File: src/bpc_pkg.sv
package bpc_pkg;

    localparam int COEFF_W   = 16;
    localparam int CFG_IDX_W = 3;
    localparam int RAW_W     = 24;
    localparam int TEMP_W    = 15;
    localparam int PRES_W    = 17;
    localparam int IN_TDATA_W  = 48;
    localparam int OUT_TDATA_W = 32;

    // Register indexes on the configuration port
    typedef enum logic [CFG_IDX_W-1:0] {
        REG_SENS        = 3'd0,
        REG_OFFSET      = 3'd1,
        REG_SENS_TEMP   = 3'd2,
        REG_OFFSET_TEMP = 3'd3,
        REG_REF_TEMP    = 3'd4,
        REG_TEMP_SLOPE  = 3'd5
    } t_reg_idx;

    typedef struct packed {
        logic [COEFF_W-1:0] sens;
        logic [COEFF_W-1:0] offset;
        logic [COEFF_W-1:0] sens_temp;
        logic [COEFF_W-1:0] offset_temp;
        logic [COEFF_W-1:0] ref_temp;
        logic [COEFF_W-1:0] temp_slope;
    } t_coeffs;

    localparam int TEMP_REF     = 2000;   // 20.00 C
    localparam int TEMP_LOW_OFS = 3500;   // distance from 20.00 C down to -15.00 C
    localparam int OFF2_MUL     = 61;
    localparam int OFF3_MUL     = 15;
    localparam int TEMP_MIN     = -4000;
    localparam int TEMP_MAX     = 8500;
    localparam int PRES_MIN     = 1000;
    localparam int PRES_MAX     = 120000;

endpackage

File: src/bpc_cfg_regs.sv
module bpc_cfg_regs (
    input  logic                               i_clk,
    input  logic                               i_rst_n,
    input  logic                               i_cfg_valid,
    input  logic [bpc_pkg::CFG_IDX_W-1:0]      i_cfg_index,
    input  logic [bpc_pkg::COEFF_W-1:0]        i_cfg_data,
    output logic                               o_cfg_ready,
    output bpc_pkg::t_coeffs                   o_coeffs
);

    bpc_pkg::t_coeffs r_coeffs;

    assign o_cfg_ready = 1'b1;
    assign o_coeffs    = r_coeffs;

    always_ff @(posedge i_clk) begin
        if (!i_rst_n) begin
            r_coeffs <= '0;
        end else if (i_cfg_valid) begin
            // indexes past the last register are dropped
            unique case (i_cfg_index)
                bpc_pkg::REG_SENS:        r_coeffs.sens        <= i_cfg_data;
                bpc_pkg::REG_OFFSET:      r_coeffs.offset      <= i_cfg_data;
                bpc_pkg::REG_SENS_TEMP:   r_coeffs.sens_temp   <= i_cfg_data;
                bpc_pkg::REG_OFFSET_TEMP: r_coeffs.offset_temp <= i_cfg_data;
                bpc_pkg::REG_REF_TEMP:    r_coeffs.ref_temp    <= i_cfg_data;
                bpc_pkg::REG_TEMP_SLOPE:  r_coeffs.temp_slope  <= i_cfg_data;
                default: ;
            endcase
        end
    end

endmodule

File: config.mk
export PLATFORM = sky130hd
export DESIGN_NAME = bpc_cfg_regs
export DESIGN_NICKNAME = d
export VERILOG_FILES = /design/src/bpc_pkg.sv /design/src/bpc_cfg_regs.sv
export SDC_FILE = /design/constraint.sdc
export NUM_CORES = 1
export LEC_CHECK = 0
export BUFFER_PORTS_ARGS = -buffer_cell sky130_fd_sc_hd__buf_2
export CAP_MARGIN = 30
export CORE_MARGIN = 4
export CORE_UTILIZATION = 38
export DETAILED_ROUTE_END_ITERATION = 16
export PLACE_DENSITY = 0.67
export SYNTH_ARGS = -nofsm -noshare
export SYNTH_HDL_FRONTEND = slang
export SYNTH_SLANG_ARGS = --single-unit
File: constraint.sdc
create_clock -name i_clk -period 1.3 [get_ports i_clk]
set_input_delay 0.26 -clock i_clk [delete_from_list [all_inputs] [get_ports i_clk]]
set_output_delay 0.26 -clock i_clk [all_outputs]
set_load 0.005 [all_outputs]
[Word-level counts from Yosys, hierarchy flattened]
Cells that the tools add are included.
Widths: inputs -> output; s select.
Storage, ports and cells
  register bits after elaboration: 96
  input bits: 22
  output and inout bits: 97
Operators by class
  equality and inequality tests: 5
  reduce and logical (&&, ||, !) cells: 7
Operators with widths (number)
  $reduce_and 2->1: 6
  $eq 3x2->1 const B: 2
  $eq 3x3->1 const B: 2
  $eq 3x1->1 const B: 1
  $logic_not 3->1: 1

[Depth between registers and ports, before layout]
Gate-level depths: netlist (run 1).
  depth after elaboration: 2
  gate-level depth with buffers: 4
  mapped depth without buffers: 2

[Least setup slack after synthesis (run 1)]
OpenSTA, ideal clock, no wires.
  path kind: input to register
  from: in i_cfg_index[1] (netlist name)
  to: reg r_coeffs, in the netlist o_coeffs[89]
  library setup time: 123 ps
  data arrival time: 1187 ps
  path slack: -10 ps
  cell stages on the path: 4
  cell sequence: or4b_1 -> buf_6 -> buf_12 -> mux2i_1
Between the ends
  word-level cells in the longest chain between the ends: 2
RTL lines
  start: declaration: RTL line bpc_cfg_regs.sv:5  | input logic [bpc_pkg::CFG_IDX_W-1:0] i_cfg_index,
  $logic_not 3->1: RTL line bpc_cfg_regs.sv:21  | unique case (i_cfg_index)
  $reduce_and 2->1 (no source line)
  end: declaration: RTL line bpc_cfg_regs.sv:11  | bpc_pkg::t_coeffs r_coeffs;
No other way between the ends.
A chain may end at the register's enable or synchronous reset.

[Final worst setup path (run 1)]
  from: reg r_coeffs, in the netlist o_coeffs[81]
  to: out o_coeffs[81] (netlist name)
RTL lines
  end: declaration: RTL line bpc_cfg_regs.sv:8  | output bpc_pkg::t_coeffs o_coeffs
No word-level cell between the ends.

==> key figures, run 1 <==
Yosys
  • Seq/Total Area, Yosys: a little over half
  • Number of synthesized flops with an enable pin: 0
  • Post-synth top area share: between 50% and 60%
  • Syn Std Cell Area: approximately 3500 um2
  • Syn avg cell area: 10.4 um2
  • Most frequent cell after synthesis: nand2_1
  • Post-synth top cells: nand2_1 (112), dfxtp_1 (96), mux2i_1 (96)
  • Largest area contributor in the netlist: dfxtp_1
  • Syn Nets: approximately 360
  • Async SR Flop Fraction: 0%
  • Synth Warn #: 0
  • Area contributors post-synth: dfxtp_1 (55%), mux2i_1 (27%), nand2_1 (12%), buf_2 (1.3%), clkbuf_1 (1.2%)
  • Register bit count reported by yosys: 96
  • Cell variety after synth: 14
  • Most common flop cell mapped by yosys: dfxtp_1
  • Gate Count Post-Synth: 336

Critical path
  • CP bufs+invs: 1
  • CP Class: reg -> out
  • Endpoint class of the critical path: output port
  • Delay-heaviest family, CP: flip-flops
  • Worst-path cell chain: buf_2
  • Worst Path Arrival: about 0.85 ns
  • R2r setup slk: around 0.66 ns
  • Worst reg2reg path startpoint: o_coeffs[91]
  • Crit path launch type: flip-flop
  • Critical Path RT: 1.04 ns
  • R2r worst-path depth: 2
  • Worst R2R End: o_coeffs[91]
  • Slowest cell on crit path: dfxtp_1
  • CP Max Fanout: 2
  • Largest stage delay on the critical path: 0.37 ns

Timing
  • Hold Vio Cnt, Final: 0
  • RSZ-0062 raised after global routing: false
  • Final period util: between 80% and 90%
  • Period minus WS final: about 1.1 ns
  • Setup TNS: 0 ns
  • Fin. max-slew vios: 0
  • Worst clock skew: 0 ns
  • Final setup vio count: 0
  • Setup ws final: 0.195 ns
  • Peak Freq: a little over 900 MHz

Hold path
  • Hold Path End: o_coeffs[51]
  • Worst hold path type: in -> reg
  • Hold path startpoint: i_cfg_data[3]
  • Cell count of the worst hold path: 3

CTS
  • CTS tree: yes
  • Clk pin slew, worst setup/hold paths: roughly 0.10 ns
  • Post-CTS Setup Inserts: 0
  • Max H-tree Level: 3
  • Hold Buf Count CTS: 0
  • TritonCTS buffer count: 9
  • Post-CTS resize count: 0
  • Clock Path Buffers: 2
  • Root buffer cell: clkbuf_8
  • Skew-Pair Late Insertion Delay: 0.35 ns
  • Clk sinks: 96

Global routing
  • First-pass GRT wire length: 14.4 mm
  • Congestion Overflow GR: 0
  • Largest net degree at the start of global routing: 35
  • Vias in the first global route: 2773
  • All-layer global routing usage: roughly 16%
  • Initial antenna violation count: 0

Layout
  • Layout area overhead: 29.4%
  • Layout cell share with drive strength beyond 1: about 33%
  • Finished Layout Cells: about 570
  • Fillcell total: around 830
  • Post-layout util: 51.3%
  • Total Nets Final: around 480
  • Antenna cells: 0
  • Max reg flops: 96

Floorplan
  • Initial Util: between 30 and 40%
  • # IOs: roughly 120
  • Die Height: 104 um
  • Rows: 34
  • Chip Width: around 100 um
  • Core area: roughly 9000 um2
  • Die Area: about 11000 um2

Route
  • Via count: 2738
  • DRT antenna net count: 0
  • Pre-antenna DRT Iters: 4
  • Post-route DRC: 0
  • Final WL: 8.63 mm
  • WL per Instance: ~15 um
  • Via/cell ratio: 4.83
  • DR iter-0 viols: 91

Power
  • Worst vdd ir: roughly 610 uV
  • Power Density: 1240 nW/um2
  • Static Leak: approximately 2.5 nW

Placed design
  • PortBufs: 117
  • Post-DP HPWL: 6.17 mm
  • RD Place Congestion: 0.750
  • Placed instance count: between 500 and 600
  • Pre-CTS setup slack: -0.0881 ns

Run
  • Max Cap Viol: 0

Status
  • Status: complete, no violations
-- power by group --
group          internal, W  switching, W
clock network      0.00111       0.00106
logic             0.000182      0.000224
registers          0.00300     0.0000335
-- area by class of cell --
type	count	area, um2	share of cell area (%)
flip-flops and latches	96	1920	42.4
multi-input cells	215	1450	32.0
repair buffers	132	801	17.7
well taps	108	135	2.98
clock buffers	9	124	2.73
clock inverters	7	104	2.29
-- per-layer routing --
layer | part of all wire (%) | wire, um | GRT usage, % | vias to the layer above
li1 | - | - | - | 1343
met1 | 48 | 4130 | 22.1 | 1303
met2 | 46 | 3940 | 25.6 | 86
met3 | 5.7 | 495 | 4.72 | 6
met4 | 0.79 | 68 | 4.27 | 0
met5 | 0 | 0 | 0 | -
-- how the worst max path moves through the flow --
stage,cells past startpoint,slack [ns],startpoint,to
after floorplan,4,0.006,i_cfg_index[1],o_coeffs[89]
after global placement,3,-0.07,i_cfg_index[1],o_coeffs[91]
after detailed placement,3,-0.09,i_cfg_index[1],o_coeffs[86]
after CTS,1,0.18,o_coeffs[81],o_coeffs[81]
after global routing,1,0.13,o_coeffs[91],o_coeffs[91]
final,1,0.19,o_coeffs[81],o_coeffs[81]
-- layout by cell type (no fill, tap or decap) --
cell,instances
inv_6,1
clkinv_4,1
and4bb_2,1
dfxtp_1,96
bufinv_16,2
conb_1,1
buf_2,116
buf_4,8
clkbuf_8,9
or4b_4,1
inv_8,1
nand2_1,112
buf_12,8
mux2i_1,96
clkinvlp_4,2
nand4bb_1,2
nand4b_1,2
-- cells by family (layout without fill, tap and decap cells) --
kind of cell           Yosys count  after routing  synth area share (%)
AND/OR/NAND/NOR                118            118                  13.8
other                            1              1                 0.107
buffers and inverters           25            148                  3.89
flip-flops                      96             96                  54.8
multiplexers                    96             96                  27.4
-- per-stage QoR --
stage	cell area, um2	hold slack (ns)	power (W)
6_report	4540	0.286	0.00561
5_1_grt	4540	0.300	0.00586
3_3_place_gp	4310	0.438	0.00351
2_1_floorplan	3510	0.451	0.00331
3_5_place_dp	4310	0.445	0.00352
4_1_cts	4540	0.278	0.00568
(Power assumes the default switching activity.)
==> run 2, diff against run 1 <==
==> constraint.sdc (replaced) <==
create_clock -name i_clk -period 1.3 [get_ports i_clk]
set_input_delay 0.13 -clock i_clk [delete_from_list [all_inputs] [get_ports i_clk]]
set_output_delay 0.13 -clock i_clk [all_outputs]
set_load 0.005 [all_outputs]
==> run 2 against run 1 <==
Effect of this change: via count down 2.7%; total power up 2.6%; die area unchanged; critical endpoint is now o_coeffs[66].
==> key figures, run 2 (synthesized netlist as in run 1, its figures left out) <==
Route
  • Pre-antenna DRT Iters: 4 (unchanged)
  • Via count: 2664 (-2.7%)
  • Final WL: 8.67 mm (+0.42%)
  • DRT antenna net count: 0 (unchanged)
  • DR iter-0 viols: 92 (+1.1%)
  • WL per Instance: 15.4 um (+1.3%)
  • Via/cell ratio: 4.74 (-1.8%)
  • Post-route DRC: 0 (unchanged)

Timing
  • RSZ-0062 raised after global routing: false
  • Final setup vio count: 0 (unchanged)
  • Fin. max-slew vios: 0 (unchanged)
  • Period minus WS final: 0.979 ns (-0.126 ns)
  • Worst clock skew: 0 ns (unchanged)
  • Hold_ws: 0.137 ns (-0.150 ns)
  • Setup TNS: 0 ns (unchanged)
  • Final period util: 75.3% (-9.7 points)
  • Peak Freq: 1020 MHz (+13%)
  • Hold Vio Cnt, Final: 0 (unchanged)

Power
  • Static Leak: 2.52 nW (-0.51%)
  • Power share of the sequential group: 52.8% (-1.3 points)
  • Comb power frac: 6.8% (-0.4 points)
  • Clock Power Share: 40.4% (+1.8 points)
  • Net switching power: 0.00130 W (-1.5%)
  • Worst vdd ir: 461 uV (-25%)
  • Sw Share: 22.6% (-0.94 points)
  • Int Pwr: 0.00446 W (+3.8%)
  • Power Density: 1280 nW/um2 (+3.1%)

Placed design
  • RD Place Congestion: 0.782 (+4.3%)
  • PortBufs: 117 (unchanged)
  • Post-DP HPWL: 6.27 mm (+1.6%)
  • DP Area: 4280 um2 (-0.78%)

Critical path
  • CP bufs+invs: 1 (unchanged)
  • Largest stage delay on the critical path: 0.37 ns (about the same)
  • Delay-heaviest family, CP: flip-flops
  • Worst Path Arrival: 0.85 ns (about the same)
  • Worst-path cell chain: buf_2
  • Critical Path RT: 1.17 ns (+0.13 ns)
  • Crit path launch type: flip-flop
  • CP Class: reg -> out
  • Slowest cell on crit path: dfxtp_1
  • Endpoint class of the critical path: output port
  • CP Max Fanout: 2 (unchanged)

Layout
  • Fillcell total: 824 (-0.84%)
  • Finished layout cell area: 4510 um2 (-0.50%)
  • Commonest non-fill, non-tap cells in the layout: buf_2 (116), nand2_1 (112), mux2i_1 (96), dfxtp_1 (96), clkbuf_8 (9)
  • Reg area: 1920 um2 (unchanged)
  • Antenna cells: 0 (unchanged)
  • Layout cell share with drive strength beyond 1: 31.7% (-0.96 points)
  • Post-layout util: 51.0% (-0.25 points)
  • Max reg flops: 96 (unchanged)
  • Total Nets Final: 472 (-0.84%)
  • Most common cell after layout, fill and taps aside: buf_2
  • Area occupied by multi-input gates: 1450 um2 (-0.26%)
  • Layout area overhead: 28.8%

Floorplan
  • Initial Util: 39.6% (unchanged)
  • Rows: 34 (unchanged)
  • # IOs: 119 (unchanged)
  • Chip Width: 104 um (unchanged)
  • Die Height: 104 um (unchanged)
  • Core area: 8850 um2 (unchanged)
  • Die Area: 10800 um2 (unchanged)

Global routing
  • Largest net degree at the start of global routing: 34 (-2.9%)
  • All-layer global routing usage: 16.1% (-0.17 points)
  • Initial antenna violation count: 0 (unchanged)
  • Congestion Overflow GR: 0 (unchanged)
  • GRT busiest layer: met2
  • Met3 Use GR: 4.66% (-0.062 points)
  • First-pass GRT wire length: 14.1 mm (-2.1%)
  • M2 GR Usage: 25.8% (+0.23 points)
  • Vias in the first global route: 2620 (-5.5%)
  • GR met1 Demand/Resource: 20.7% (-1.4 points)

CTS
  • Hold Buf Count CTS: 0 (unchanged)
  • Root buffer cell: clkbuf_8
  • Max H-tree Level: 3 (unchanged)
  • Clk pin slew, worst setup/hold paths: 0.10 ns (about the same)
  • Post-CTS Setup Inserts: 0 (unchanged)
  • Clock Path Buffers: 2 (unchanged)
  • CTS tree: yes
  • Skew-Pair Late Insertion Delay: 0.36 ns (about the same)
  • Post-CTS resize count: 0 (unchanged)
  • Clk sinks: 96 (unchanged)
  • TritonCTS buffer count: 9 (unchanged)

Status
  • Status: complete, no violations

Run
  • Max Cap Viol: 0 (unchanged)

Hold path
  • Worst hold path type: in -> reg
[run 2: final cells by class]
class,count,area share (%)
Clock buffer,9,2.74
Clock inverter,6,2.55
Multi-Input combinational cell,215,32.1
Sequential cell,96,42.6
Tap cell,108,2.99
Timing Repair Buffer,128,17.1
[run 2: worst paths after layout]
path / from / to / slack (ns) / cells past startpoint
worst min register to register: o_coeffs[57] / o_coeffs[57] / 0.46 / 2
worst min-delay path: i_rst_n / o_coeffs[57] / 0.14 / 3
worst max register to register: o_coeffs[89] / o_coeffs[89] / 0.68 / 2
worst max-delay path: o_coeffs[66] / o_coeffs[66] / 0.32 / 1
[run 2: metrics by stage]
stage	instances	power (W)	setup WS, ns
finish	562	0.00576	0.321
global route	562	0.00597	0.265
CTS	562	0.00582	0.297
detailed placement	547	0.00350	0.00584
global placement	547	0.00349	0.0269
floorplan	336	0.00331	0.120
[run 2: power by group through the flow]
stage               combinational, W  clock (W)  sequential [W]
floorplan                   0.000202          0         0.00311
global placement            0.000390          0         0.00310
detailed placement          0.000399          0         0.00311
CTS                         0.000400    0.00238         0.00304
global route                0.000431    0.00249         0.00305
finish                      0.000393    0.00233         0.00304
[run 2: per-layer routing]
layer	vias to the layer above	part of all wire [%]
met5	-	0
met1	1229	46
met4	0	1.5
li1	1335	-
met3	12	6.3
met2	88	46
